<file path="config.mk">
export PLATFORM = sky130hd
export DESIGN_NAME = angle_gyro_kalman_filter
export DESIGN_NICKNAME = d
export VERILOG_FILES = /design/src/rtl/agkf_pkg.sv /design/src/rtl/agkf_ctrl.sv /design/src/rtl/agkf_datapath.sv /design/src/rtl/angle_gyro_kalman_filter.sv
export SDC_FILE = /design/constraint.sdc
export NUM_CORES = 2
export LEC_CHECK = 0
export BUFFER_PORTS_ARGS = -buffer_cell sky130_fd_sc_hd__buf_2
export CORE_UTILIZATION = 35
export DETAILED_ROUTE_END_ITERATION = 6
export HOLD_SLACK_MARGIN = 0.08
export PLACE_DENSITY = 0.56
export SYNTH_ARGS = -nofsm -noshare
export SYNTH_HDL_FRONTEND = slang
export SYNTH_SLANG_ARGS = --single-unit
</file>
<file path="constraint.sdc">
create_clock -name clk_i -period 10.3 [get_ports clk_i]
set_clock_uncertainty 0.05 [all_clocks]
set_input_delay 2.06 -clock clk_i [delete_from_list [all_inputs] [get_ports clk_i]]
set_output_delay 2.06 -clock clk_i [all_outputs]
set_load 0.02 [all_outputs]
</file>
<file path="src/rtl/agkf_pkg.sv">
`default_nettype none
// ----------------------------------------------------------------------------
// agkf_pkg
// Shared types, constants and helpers of the angle/gyro Kalman filter.
// ----------------------------------------------------------------------------
package agkf_pkg;

  localparam int unsigned DataW    = 32;
  localparam int unsigned IoW      = 32;
  localparam int unsigned FracW    = 28;
  localparam int unsigned WideW    = DataW + 8;
  localparam int unsigned PeriodW  = 29;
  localparam int unsigned NoiseW   = 31;
  localparam int unsigned CfgIdxW  = 3;
  localparam int unsigned CfgDataW = 32;
  localparam int unsigned QuoW     = DataW - 1;
  localparam int unsigned DenW     = DataW + 1;
  localparam int unsigned NumW     = DataW + FracW;
  localparam int unsigned CmpW     = DenW + QuoW;
  localparam int unsigned MagW     = 2 * DataW + 1 - FracW;
  localparam int unsigned CntW     = $clog2(QuoW);
  localparam int unsigned MulIdxW  = 4;
  localparam int unsigned PredLast = 4;
  localparam int unsigned CorrFirst = 5;
  localparam int unsigned MulLast  = 10;

  localparam logic [PeriodW-1:0] PeriodReset = PeriodW'(1342177);
  localparam logic [PeriodW-1:0] QaReset     = PeriodW'(268435);
  localparam logic [PeriodW-1:0] QbReset     = PeriodW'(805306);
  localparam logic [NoiseW-1:0]  RReset      = NoiseW'(134217728);
  localparam logic signed [DataW-1:0] CovReset = DataW'(1073742);

  typedef enum logic [CfgIdxW-1:0] {
    CFG_PERIOD = 3'd0,
    CFG_QA     = 3'd1,
    CFG_QB     = 3'd2,
    CFG_R      = 3'd3
  } cfg_e;

  typedef enum logic [3:0] {
    OP_NOP, OP_LOAD, OP_PREP, OP_MUL, OP_ACC, OP_ERR,
    OP_DIV_START, OP_DIV_STEP, OP_DIV_END, OP_SNAP, OP_OUT
  } op_e;

  typedef enum logic [2:0] {
    SA_RATE, SA_PD0, SA_PD1, SA_QB, SA_K0, SA_K1
  } srca_e;

  typedef enum logic [1:0] {
    SB_DT, SB_T0, SB_T1, SB_ERR
  } srcb_e;

  typedef enum logic [2:0] {
    DST_ANGLE, DST_BIAS, DST_P00, DST_P01, DST_P10, DST_P11
  } dst_e;

  typedef enum logic [3:0] {
    ST_IDLE, ST_PREP, ST_MUL, ST_ACC, ST_ERR,
    ST_DSTART, ST_DSTEP, ST_DEND, ST_SNAP, ST_OUT
  } ctrl_state_e;

  typedef struct packed {
    srca_e a;
    srcb_e b;
    dst_e  dst;
    logic  sub;
  } mstep_t;

  typedef struct packed {
    op_e    op;
    mstep_t mstep;
    logic   div_k1;
  } cmd_t;

  typedef struct packed {
    logic out_blocked;
  } status_t;

  function automatic mstep_t mul_step(input logic [MulIdxW-1:0] idx);
    mstep_t s;
    unique case (idx)
      4'd0:    s = '{a: SA_RATE, b: SB_DT,  dst: DST_ANGLE, sub: 1'b0};
      4'd1:    s = '{a: SA_PD0,  b: SB_DT,  dst: DST_P00,   sub: 1'b0};
      4'd2:    s = '{a: SA_PD1,  b: SB_DT,  dst: DST_P01,   sub: 1'b0};
      4'd3:    s = '{a: SA_PD1,  b: SB_DT,  dst: DST_P10,   sub: 1'b0};
      4'd4:    s = '{a: SA_QB,   b: SB_DT,  dst: DST_P11,   sub: 1'b0};
      4'd5:    s = '{a: SA_K0,   b: SB_T0,  dst: DST_P00,   sub: 1'b1};
      4'd6:    s = '{a: SA_K0,   b: SB_T1,  dst: DST_P01,   sub: 1'b1};
      4'd7:    s = '{a: SA_K1,   b: SB_T0,  dst: DST_P10,   sub: 1'b1};
      4'd8:    s = '{a: SA_K1,   b: SB_T1,  dst: DST_P11,   sub: 1'b1};
      4'd9:    s = '{a: SA_K0,   b: SB_ERR, dst: DST_ANGLE, sub: 1'b0};
      4'd10:   s = '{a: SA_K1,   b: SB_ERR, dst: DST_BIAS,  sub: 1'b0};
      default: s = '{a: SA_RATE, b: SB_DT,  dst: DST_ANGLE, sub: 1'b0};
    endcase
    return s;
  endfunction

  function automatic logic signed [DataW-1:0] sat_d(input logic signed [WideW-1:0] v);
    logic signed [WideW-1:0] hi;
    logic signed [WideW-1:0] lo;
    hi = {{(WideW-DataW+1){1'b0}}, {(DataW-1){1'b1}}};
    lo = ~hi;
    if (v > hi) begin
      return {1'b0, {(DataW-1){1'b1}}};
    end else if (v < lo) begin
      return {1'b1, {(DataW-1){1'b0}}};
    end
    return v[DataW-1:0];
  endfunction

  function automatic logic signed [IoW-1:0] sat_io(input logic signed [WideW-1:0] v);
    logic signed [WideW-1:0] hi;
    logic signed [WideW-1:0] lo;
    hi = {{(WideW-IoW+1){1'b0}}, {(IoW-1){1'b1}}};
    lo = ~hi;
    if (v > hi) begin
      return {1'b0, {(IoW-1){1'b1}}};
    end else if (v < lo) begin
      return {1'b1, {(IoW-1){1'b0}}};
    end
    return v[IoW-1:0];
  endfunction

  function automatic logic [DataW-1:0] mag_d(input logic signed [DataW-1:0] v);
    return v[DataW-1] ? DataW'(~v + 1'b1) : DataW'(v);
  endfunction

endpackage
`default_nettype wire

</file>
<file path="src/rtl/agkf_ctrl.sv">
`default_nettype none
// ----------------------------------------------------------------------------
// agkf_ctrl
// Sequencer: steps the shared multiplier and the serial divider per sample.
// ----------------------------------------------------------------------------
module agkf_ctrl (
  input  wire                   clk_i,
  input  wire                   rst_ni,
  input  wire                   in_valid_i,
  output logic                  in_stall_o,
  input  agkf_pkg::status_t     status_i,
  output agkf_pkg::cmd_t        cmd_o
);

  agkf_pkg::ctrl_state_e state_q, state_d;
  logic [agkf_pkg::MulIdxW-1:0] idx_q, idx_d;
  logic [agkf_pkg::CntW-1:0]    cnt_q, cnt_d;
  logic                         k1_q, k1_d;

  always_ff @(posedge clk_i or negedge rst_ni) begin
    if (!rst_ni) begin
      state_q <= agkf_pkg::ST_IDLE;
      idx_q   <= '0;
      cnt_q   <= '0;
      k1_q    <= 1'b0;
    end else begin
      state_q <= state_d;
      idx_q   <= idx_d;
      cnt_q   <= cnt_d;
      k1_q    <= k1_d;
    end
  end

  always_comb begin
    state_d          = state_q;
    idx_d            = idx_q;
    cnt_d            = cnt_q;
    k1_d             = k1_q;
    cmd_o.op         = agkf_pkg::OP_NOP;
    cmd_o.mstep      = agkf_pkg::mul_step(idx_q);
    cmd_o.div_k1     = k1_q;
    in_stall_o       = (state_q != agkf_pkg::ST_IDLE);
    unique case (state_q)
      agkf_pkg::ST_IDLE: begin
        if (in_valid_i) begin
          cmd_o.op = agkf_pkg::OP_LOAD;
          state_d  = agkf_pkg::ST_PREP;
        end
      end
      agkf_pkg::ST_PREP: begin
        cmd_o.op = agkf_pkg::OP_PREP;
        idx_d    = '0;
        state_d  = agkf_pkg::ST_MUL;
      end
      agkf_pkg::ST_MUL: begin
        cmd_o.op = agkf_pkg::OP_MUL;
        state_d  = agkf_pkg::ST_ACC;
      end
      agkf_pkg::ST_ACC: begin
        cmd_o.op = agkf_pkg::OP_ACC;
        idx_d    = idx_q + 1'b1;
        if (idx_q == agkf_pkg::MulIdxW'(agkf_pkg::PredLast)) begin
          state_d = agkf_pkg::ST_ERR;
        end else if (idx_q == agkf_pkg::MulIdxW'(agkf_pkg::MulLast)) begin
          state_d = agkf_pkg::ST_OUT;
        end else begin
          state_d = agkf_pkg::ST_MUL;
        end
      end
      agkf_pkg::ST_ERR: begin
        cmd_o.op = agkf_pkg::OP_ERR;
        k1_d     = 1'b0;
        state_d  = agkf_pkg::ST_DSTART;
      end
      agkf_pkg::ST_DSTART: begin
        cmd_o.op = agkf_pkg::OP_DIV_START;
        cnt_d    = '0;
        state_d  = agkf_pkg::ST_DSTEP;
      end
      agkf_pkg::ST_DSTEP: begin
        cmd_o.op = agkf_pkg::OP_DIV_STEP;
        cnt_d    = cnt_q + 1'b1;
        if (cnt_q == agkf_pkg::CntW'(agkf_pkg::QuoW - 1)) begin
          state_d = agkf_pkg::ST_DEND;
        end
      end
      agkf_pkg::ST_DEND: begin
        cmd_o.op = agkf_pkg::OP_DIV_END;
        if (k1_q) begin
          state_d = agkf_pkg::ST_SNAP;
        end else begin
          k1_d    = 1'b1;
          state_d = agkf_pkg::ST_DSTART;
        end
      end
      agkf_pkg::ST_SNAP: begin
        cmd_o.op = agkf_pkg::OP_SNAP;
        idx_d    = agkf_pkg::MulIdxW'(agkf_pkg::CorrFirst);
        state_d  = agkf_pkg::ST_MUL;
      end
      agkf_pkg::ST_OUT: begin
        if (!status_i.out_blocked) begin
          cmd_o.op = agkf_pkg::OP_OUT;
          state_d  = agkf_pkg::ST_IDLE;
        end
      end
      default: begin
        state_d = agkf_pkg::ST_IDLE;
      end
    endcase
  end

endmodule
`default_nettype wire

</file>
<file path="src/rtl/agkf_datapath.sv">
`default_nettype none
// ----------------------------------------------------------------------------
// agkf_datapath
// Filter state, configuration, shared multiplier, serial divider, output stage.
// ----------------------------------------------------------------------------
module agkf_datapath (
  input  wire                                  clk_i,
  input  wire                                  rst_ni,
  input  agkf_pkg::cmd_t                       cmd_i,
  output agkf_pkg::status_t                    status_o,
  input  wire                                  cfg_we_i,
  input  wire  [agkf_pkg::CfgIdxW-1:0]         cfg_index_i,
  input  wire  [agkf_pkg::CfgDataW-1:0]        cfg_data_i,
  input  wire  signed [agkf_pkg::IoW-1:0]      angle_meas_i,
  input  wire  signed [agkf_pkg::IoW-1:0]      gyro_rate_i,
  output logic                                 out_valid_o,
  input  wire                                  out_stall_i,
  output logic signed [agkf_pkg::IoW-1:0]      angle_est_o,
  output logic signed [agkf_pkg::IoW-1:0]      angle_rate_o
);

  localparam int unsigned DW = agkf_pkg::DataW;
  localparam int unsigned WW = agkf_pkg::WideW;

  logic [agkf_pkg::PeriodW-1:0] period_q, qa_q, qb_q;
  logic [agkf_pkg::NoiseW-1:0]  r_q;

  logic signed [DW-1:0] angle_q, bias_q, p00_q, p01_q, p10_q, p11_q;
  logic signed [DW-1:0] rate_q, pd0_q, pd1_q, err_q, k0_q, k1_q, t0_q, t1_q;
  logic signed [agkf_pkg::IoW-1:0] meas_q, gyro_q;
  logic [2*DW-1:0]      prod_q;
  logic                 pneg_q;
  logic signed [DW+1:0] e_q;
  logic [agkf_pkg::DenW-1:0] rem_q;
  logic [agkf_pkg::QuoW-1:0] sh_q, quo_q;
  logic                 dneg_q, over_q;
  logic                 out_valid_q;
  logic signed [agkf_pkg::IoW-1:0] est_q, orate_q;

  logic signed [DW-1:0] opa, opb, cur, msat, acc_new, kval, pdiv;
  logic [agkf_pkg::MagW-1:0] rnd_mag;
  logic [agkf_pkg::MagW-1:0] half;
  logic [agkf_pkg::DenW-1:0] den;
  logic [agkf_pkg::NumW-1:0] num;
  logic [agkf_pkg::DenW:0]   trial;
  logic                      e_pos;

  assign den   = e_q[agkf_pkg::DenW-1:0];
  assign e_pos = !e_q[DW+1] && (e_q != '0);
  assign pdiv  = cmd_i.div_k1 ? p10_q : p00_q;
  assign num   = {agkf_pkg::mag_d(pdiv), {agkf_pkg::FracW{1'b0}}};
  assign trial = {rem_q, sh_q[agkf_pkg::QuoW-1]};
  assign half  = agkf_pkg::MagW'(1) << (DW - 1);

  always_comb begin
    unique case (cmd_i.mstep.a)
      agkf_pkg::SA_RATE: opa = rate_q;
      agkf_pkg::SA_PD0:  opa = pd0_q;
      agkf_pkg::SA_PD1:  opa = pd1_q;
      agkf_pkg::SA_QB:   opa = DW'(qb_q);
      agkf_pkg::SA_K0:   opa = k0_q;
      agkf_pkg::SA_K1:   opa = k1_q;
      default:           opa = '0;
    endcase
    unique case (cmd_i.mstep.b)
      agkf_pkg::SB_DT:  opb = DW'(period_q);
      agkf_pkg::SB_T0:  opb = t0_q;
      agkf_pkg::SB_T1:  opb = t1_q;
      agkf_pkg::SB_ERR: opb = err_q;
      default:          opb = '0;
    endcase
    unique case (cmd_i.mstep.dst)
      agkf_pkg::DST_ANGLE: cur = angle_q;
      agkf_pkg::DST_BIAS:  cur = bias_q;
      agkf_pkg::DST_P00:   cur = p00_q;
      agkf_pkg::DST_P01:   cur = p01_q;
      agkf_pkg::DST_P10:   cur = p10_q;
      agkf_pkg::DST_P11:   cur = p11_q;
      default:             cur = '0;
    endcase
  end

  always_comb begin
    rnd_mag = agkf_pkg::MagW'(({1'b0, prod_q} + ((2*DW+1)'(1) << (agkf_pkg::FracW - 1)))
              >> agkf_pkg::FracW);
    if (rnd_mag >= half) begin
      msat = pneg_q ? {1'b1, {(DW-1){1'b0}}} : {1'b0, {(DW-1){1'b1}}};
    end else begin
      msat = pneg_q ? DW'(-rnd_mag[DW-1:0]) : DW'(rnd_mag[DW-1:0]);
    end
    if (cmd_i.mstep.sub) begin
      acc_new = agkf_pkg::sat_d(WW'(cur) - WW'(msat));
    end else begin
      acc_new = agkf_pkg::sat_d(WW'(cur) + WW'(msat));
    end
  end

  always_comb begin
    if (!e_pos) begin
      kval = '0;
    end else if (over_q) begin
      kval = dneg_q ? {1'b1, {(DW-1){1'b0}}} : {1'b0, {(DW-1){1'b1}}};
    end else begin
      kval = dneg_q ? DW'(-DW'(quo_q)) : DW'(quo_q);
    end
  end

  always_ff @(posedge clk_i or negedge rst_ni) begin
    if (!rst_ni) begin
      period_q    <= agkf_pkg::PeriodReset;
      qa_q        <= agkf_pkg::QaReset;
      qb_q        <= agkf_pkg::QbReset;
      r_q         <= agkf_pkg::RReset;
      angle_q     <= '0;
      bias_q      <= '0;
      p00_q       <= agkf_pkg::CovReset;
      p01_q       <= '0;
      p10_q       <= '0;
      p11_q       <= agkf_pkg::CovReset;
      out_valid_q <= 1'b0;
    end else begin
      if (cfg_we_i) begin
        unique case (cfg_index_i)
          agkf_pkg::CFG_PERIOD: period_q <= cfg_data_i[agkf_pkg::PeriodW-1:0];
          agkf_pkg::CFG_QA:     qa_q     <= cfg_data_i[agkf_pkg::PeriodW-1:0];
          agkf_pkg::CFG_QB:     qb_q     <= cfg_data_i[agkf_pkg::PeriodW-1:0];
          agkf_pkg::CFG_R:      r_q      <= cfg_data_i[agkf_pkg::NoiseW-1:0];
          default: ;
        endcase
      end
      if (cmd_i.op == agkf_pkg::OP_ACC) begin
        unique case (cmd_i.mstep.dst)
          agkf_pkg::DST_ANGLE: angle_q <= acc_new;
          agkf_pkg::DST_BIAS:  bias_q  <= acc_new;
          agkf_pkg::DST_P00:   p00_q   <= acc_new;
          agkf_pkg::DST_P01:   p01_q   <= acc_new;
          agkf_pkg::DST_P10:   p10_q   <= acc_new;
          agkf_pkg::DST_P11:   p11_q   <= acc_new;
          default: ;
        endcase
      end
      if (cmd_i.op == agkf_pkg::OP_OUT) begin
        out_valid_q <= 1'b1;
      end else if (!out_stall_i) begin
        out_valid_q <= 1'b0;
      end
    end
  end

  always_ff @(posedge clk_i) begin
    unique case (cmd_i.op)
      agkf_pkg::OP_LOAD: begin
        meas_q <= angle_meas_i;
        gyro_q <= gyro_rate_i;
      end
      agkf_pkg::OP_PREP: begin
        rate_q <= agkf_pkg::sat_d(WW'(gyro_q) - WW'(bias_q));
        pd0_q  <= agkf_pkg::sat_d(WW'($signed({1'b0, qa_q})) - WW'(p01_q) - WW'(p10_q));
        pd1_q  <= agkf_pkg::sat_d(-WW'(p11_q));
      end
      agkf_pkg::OP_MUL: begin
        prod_q <= agkf_pkg::mag_d(opa) * agkf_pkg::mag_d(opb);
        pneg_q <= opa[DW-1] ^ opb[DW-1];
      end
      agkf_pkg::OP_ERR: begin
        err_q <= agkf_pkg::sat_d(WW'(meas_q) - WW'(angle_q));
        e_q   <= (DW+2)'($signed({1'b0, r_q})) + (DW+2)'(p00_q);
      end
      agkf_pkg::OP_DIV_START: begin
        over_q <= agkf_pkg::CmpW'(num) >= (agkf_pkg::CmpW'(den) << agkf_pkg::QuoW);
        rem_q  <= agkf_pkg::DenW'(num[agkf_pkg::NumW-1:agkf_pkg::QuoW]);
        sh_q   <= num[agkf_pkg::QuoW-1:0];
        quo_q  <= '0;
        dneg_q <= pdiv[DW-1];
      end
      agkf_pkg::OP_DIV_STEP: begin
        sh_q <= {sh_q[agkf_pkg::QuoW-2:0], 1'b0};
        if (trial >= {1'b0, den}) begin
          rem_q <= agkf_pkg::DenW'(trial - {1'b0, den});
          quo_q <= {quo_q[agkf_pkg::QuoW-2:0], 1'b1};
        end else begin
          rem_q <= trial[agkf_pkg::DenW-1:0];
          quo_q <= {quo_q[agkf_pkg::QuoW-2:0], 1'b0};
        end
      end
      agkf_pkg::OP_DIV_END: begin
        if (cmd_i.div_k1) begin
          k1_q <= kval;
        end else begin
          k0_q <= kval;
        end
      end
      agkf_pkg::OP_SNAP: begin
        t0_q <= p00_q;
        t1_q <= p01_q;
      end
      agkf_pkg::OP_OUT: begin
        est_q   <= agkf_pkg::sat_io(WW'(angle_q));
        orate_q <= agkf_pkg::sat_io(WW'(gyro_q) - WW'(bias_q));
      end
      default: ;
    endcase
  end

  assign status_o.out_blocked = out_valid_q && out_stall_i;
  assign out_valid_o  = out_valid_q;
  assign angle_est_o  = est_q;
  assign angle_rate_o = orate_q;

endmodule
`default_nettype wire

</file>
<file path="src/rtl/angle_gyro_kalman_filter.sv">
`default_nettype none
// ----------------------------------------------------------------------------
// angle_gyro_kalman_filter
// Two-state tilt Kalman filter: angle and gyro bias from accelerometer + gyro.
// ----------------------------------------------------------------------------
// Usage:
//   Input channel (in_valid_i / in_stall_o) carries one sample: accelerometer
//   angle and gyro rate, both signed Q4.28. One transaction per sample.
//   Output channel (out_valid_o / out_stall_i) returns the filtered angle and
//   the bias-corrected rate, signed Q4.28, one transaction per sample.
//   Configuration channel (cfg_valid_i / cfg_ready_o) writes period and noise
//   terms by index; ready is always high. Write only while the filter is idle.
//   A new sample is taken only once the previous one has finished its run,
//   which is paced by one shared 32x32 multiplier doing 11 products, each a
//   multiply then an accumulate step, and a radix-2 divider doing 31 steps per gain.
//   The output register holds a result while the receiver stalls; the next
//   sample is accepted meanwhile and waits at the end of its run until the
//   held result is taken.
//   Reset clears the estimates, loads the initial covariance and the default
//   configuration, and empties the output register.
// ----------------------------------------------------------------------------
module angle_gyro_kalman_filter (
  input  wire                                  clk_i,
  input  wire                                  rst_ni,
  input  wire                                  in_valid_i,
  output logic                                 in_stall_o,
  input  wire  signed [agkf_pkg::IoW-1:0]      angle_meas_i,
  input  wire  signed [agkf_pkg::IoW-1:0]      gyro_rate_i,
  output logic                                 out_valid_o,
  input  wire                                  out_stall_i,
  output logic signed [agkf_pkg::IoW-1:0]      angle_est_o,
  output logic signed [agkf_pkg::IoW-1:0]      angle_rate_o,
  input  wire                                  cfg_valid_i,
  output logic                                 cfg_ready_o,
  input  wire  [agkf_pkg::CfgIdxW-1:0]         cfg_index_i,
  input  wire  [agkf_pkg::CfgDataW-1:0]        cfg_data_i
);

  agkf_pkg::cmd_t    cmd;
  agkf_pkg::status_t status;

  assign cfg_ready_o = 1'b1;

  agkf_ctrl u_ctrl (
    .clk_i      (clk_i),
    .rst_ni     (rst_ni),
    .in_valid_i (in_valid_i),
    .in_stall_o (in_stall_o),
    .status_i   (status),
    .cmd_o      (cmd)
  );

  agkf_datapath u_datapath (
    .clk_i        (clk_i),
    .rst_ni       (rst_ni),
    .cmd_i        (cmd),
    .status_o     (status),
    .cfg_we_i     (cfg_valid_i && cfg_ready_o),
    .cfg_index_i  (cfg_index_i),
    .cfg_data_i   (cfg_data_i),
    .angle_meas_i (angle_meas_i),
    .gyro_rate_i  (gyro_rate_i),
    .out_valid_o  (out_valid_o),
    .out_stall_i  (out_stall_i),
    .angle_est_o  (angle_est_o),
    .angle_rate_o (angle_rate_o)
  );

  a_busy_after_accept: assert property (@(posedge clk_i) disable iff (!rst_ni)
    (in_valid_i && !in_stall_o) |=> in_stall_o)
    else $error("filter not busy after sample transaction");

  a_result_from_run: assert property (@(posedge clk_i) disable iff (!rst_ni)
    $rose(out_valid_o) |-> $past(in_stall_o))
    else $error("result appeared without a running sample");

  a_out_needs_free_reg: assert property (@(posedge clk_i) disable iff (!rst_ni)
    (cmd.op == agkf_pkg::OP_OUT) |-> !(out_valid_o && out_stall_i))
    else $error("held result overwritten");

endmodule
`default_nettype wire

</file>
==> reports/qor.txt <==
Post-synth EDFFs -> 524
Critical Path RT -> 10.70 ns
Post-synth top area cell -> fa_1
Area delta synth->final -> 20.1%
Critical path class -> reg -> reg
CP Capture Type -> flop
Slowest-stage cell, CP -> fa_1
Peak Freq -> 92.5 MHz
Drt via density -> 5.29
Startpoint types -> flop
Global-route wire length before repair -> 471,000 um
Most numerous cell on the critical path -> fa_1
Max clock buf depth -> 3
Worst min path class -> reg -> reg
Pin count of the biggest net entering global routing -> 143
Failing checks -> setup timing
Status -> finished, violations left
Slew @ Worst Pin -> 1.17 ns
Ys Warns -> 0
CTS Root Cell -> clkbuf_16
DRC Markers -> 0
Critical Path Fanout Max -> 6
Period minus WS final -> 10.81 ns
Vias -> 69,725
Final GP Congestion -> 0.966
Inserted Clock Buffers -> 89
First-pass DRT Iterations -> 6
Core area -> 246,000 sq um
Syn_nets -> 10,569
Total GRT Usage -> 25.5%
Routed len/inst -> 24.3 um
Biggest register -> u_datapath.prod_q
Cells after synthesis -> 9,000
Cells after DPL -> 12,890
Final Hold Vio Count -> 0
Vias in the first global route -> 70,964
CP top delay family -> adder cells
Hold slack -> 0.453 ns
FF/Latch Area -> 23,900 sq um
Crit-path max cell delay -> 0.64 ns
Layout Nets -> 11,346
CTS tree -> yes
Clock latency on the worst-skew pair -> 0.73 ns
Synth Cell Area -> 86,700 sq um
Post-synth top flop -> edfxtp_1
Initial Util -> 35.2%
Synth unique cells -> 133
Die W -> 500 um
Post-route ant nets -> 0
Full die area -> 250,000 sq um
Fin. max-slew vios -> 0
Starting DRT DRC Count -> 5,453
Row cnt -> 182
Share of cells above drive strength 1 -> 22.4%
Synthesized flop and latch total -> 849
RSZ-0062 raised after global routing -> true
# setup viols final -> 33
Final HPWL DP -> 262,000 um
Mean post-synth cell area -> 9.63 sq um
Share of the synthesized area in the top cell type -> 21.5%
Number of buffers added on ports -> 168
Buf/Inv on CP -> 13
Post-synth ARST share -> 38.3%
Max Cap Violations -> 0
Setup ws final -> -0.510 ns
Largest registers -> u_datapath.prod_q: 37 flops, u_datapath.e_q: 33 flops, u_datapath.rem_q: 33 flops
Total Neg Setup Slack -> -12.40 ns
Total grt overflow -> 0
Crit path DAT -> 11.21 ns
Fill count -> 23,899
Final wirelength -> 320,000 um
Synth area leaders -> fa_1, edfxtp_1, dfrtp_1
Final Instance Count excl. Fillers -> 13,170
Tcrit/Tclk final -> 105%
I/O pins -> 171
Die H -> 500 um
Register area share after synthesis -> 27.6%
Relative slew slack -> 21.6%
CTS clk-pin slew, worst paths -> 0.07 ns
Max reg flops -> 37
Clock sink count -> 849
CTS H-Tree Depth -> 3
Multi-input logic area -> 58,500 sq um
Initial antenna violation count -> 13
cell usage in the layout, fill, tap and decap left out, drive strengths merged, types with 75 or more instances in the layout:
master,instances
a21o,166
a21oi,443
a22oi,75
and2,89
buf,1131
clkbuf,111
dfrtp,280
edfxtp,524
fa,930
ha,535
inv,1230
mux2,296
mux2i,110
nand2,830
nand2b,137
nand3,141
nor2,939
nor3,124
o21ai,291
xnor2,257
xor2,159
per-layer routing:
layer | track usage, % | part of all wire, % | wire length, um
met5 | 0 | 0 | 0
met4 | 13.4 | 6.0 | 19200
met3 | 3.05 | 6.1 | 19500
met2 | 41.0 | 46 | 148000
met1 | 33.6 | 42 | 134000
metrics by stage:
stage          setup WS, ns  util [%]  instance area (sq um)
6_report             -0.510      42.3                 104000
2_1_floorplan       0.00230         -                  86900
4_1_cts              -0.436      41.9                 103000
3_3_place_gp          -1.22      39.7                  97700
5_1_grt              -0.818      42.3                 104000
3_5_place_dp          -1.30      39.7                  97700
logic make-up (layout without fill, tap and decap cells):
logic type,count (synthesis),in the layout,synth area share (%)
muxes,411,411,5.25
and+or+nand+nor,2649,2649,14.1
xor gates and xnor gates,416,416,4.39
adders and majority gates,1474,1474,29.3
other,1,7,0.00433
DFF,849,849,27.6
AOI/OAI and AO/OA,1524,1524,11.7
buffers and inverters,1676,2528,7.64
worst paths after layout:
kind / from / endpoint / slack, ns / cells past startpoint
max reg2reg: u_ctrl.idx_q[0] / u_datapath.prod_q[63] / -0.51 / 42
min reg2reg: u_datapath.period_q[4] / u_datapath.period_q[4] / 0.45 / 1
min in group asynchronous: rst_ni / u_datapath.period_q[19] / 1.44 / 1
min: u_datapath.period_q[4] / u_datapath.period_q[4] / 0.45 / 1
max: u_ctrl.idx_q[0] / u_datapath.prod_q[63] / -0.51 / 42
max in group asynchronous: rst_ni / u_ctrl.k1_q / 7.27 / 2
cells in the mapped netlist, types with 37 or more instances:
| cell type | n |
|---|---|
| nor4_1 | 45 |
| nand2_1 | 826 |
| or3_1 | 41 |
| xor2_1 | 150 |
| xnor2_1 | 247 |
| a31oi_1 | 51 |
| dfstp_2 | 45 |
| a22oi_1 | 75 |
| a21oi_1 | 437 |
| a21o_1 | 166 |
| clkbuf_1 | 298 |
| buf_2 | 97 |
| nand4_1 | 58 |
| nor2_1 | 930 |
| ha_1 | 535 |
| o21bai_1 | 50 |
| nand2b_1 | 135 |
| nand3_1 | 139 |
| nor2b_1 | 42 |
| nor3_1 | 118 |
| mux2_2 | 296 |
| a211oi_1 | 43 |
| o21a_1 | 37 |
| dfrtp_1 | 280 |
| and2_1 | 87 |
| and3_1 | 73 |
| inv_1 | 1220 |
| o22ai_1 | 45 |
| edfxtp_1 | 524 |
| o21ai_0 | 273 |
| fa_1 | 930 |
| o211ai_1 | 59 |
| mux2i_1 | 110 |
layout make-up:
| type | instances | area share (%) |
|---|---|---|
| Clock inverter | 58 | 0.797 |
| Timing Repair Buffer | 1135 | 9.22 |
| Antenna cell | 6 | 0.0144 |
| Sequential cell | 849 | 23.0 |
| Inverter | 1227 | 4.44 |
| Multi-Input combinational cell | 6475 | 56.2 |
| Tap cell | 3312 | 3.98 |
| Clock buffer | 108 | 2.36 |
what timing repair did:
item	in CTS	in global routing
gates resized for setup	369	137
setup endpoints to repair	37	37
setup buffers	73	42
hold buffers	0	0
pin swaps	214	95
cloned	1	3
Power is not shown: default switching activity piles up to over one toggle a cycle in this logic, so the estimate is an artifact.
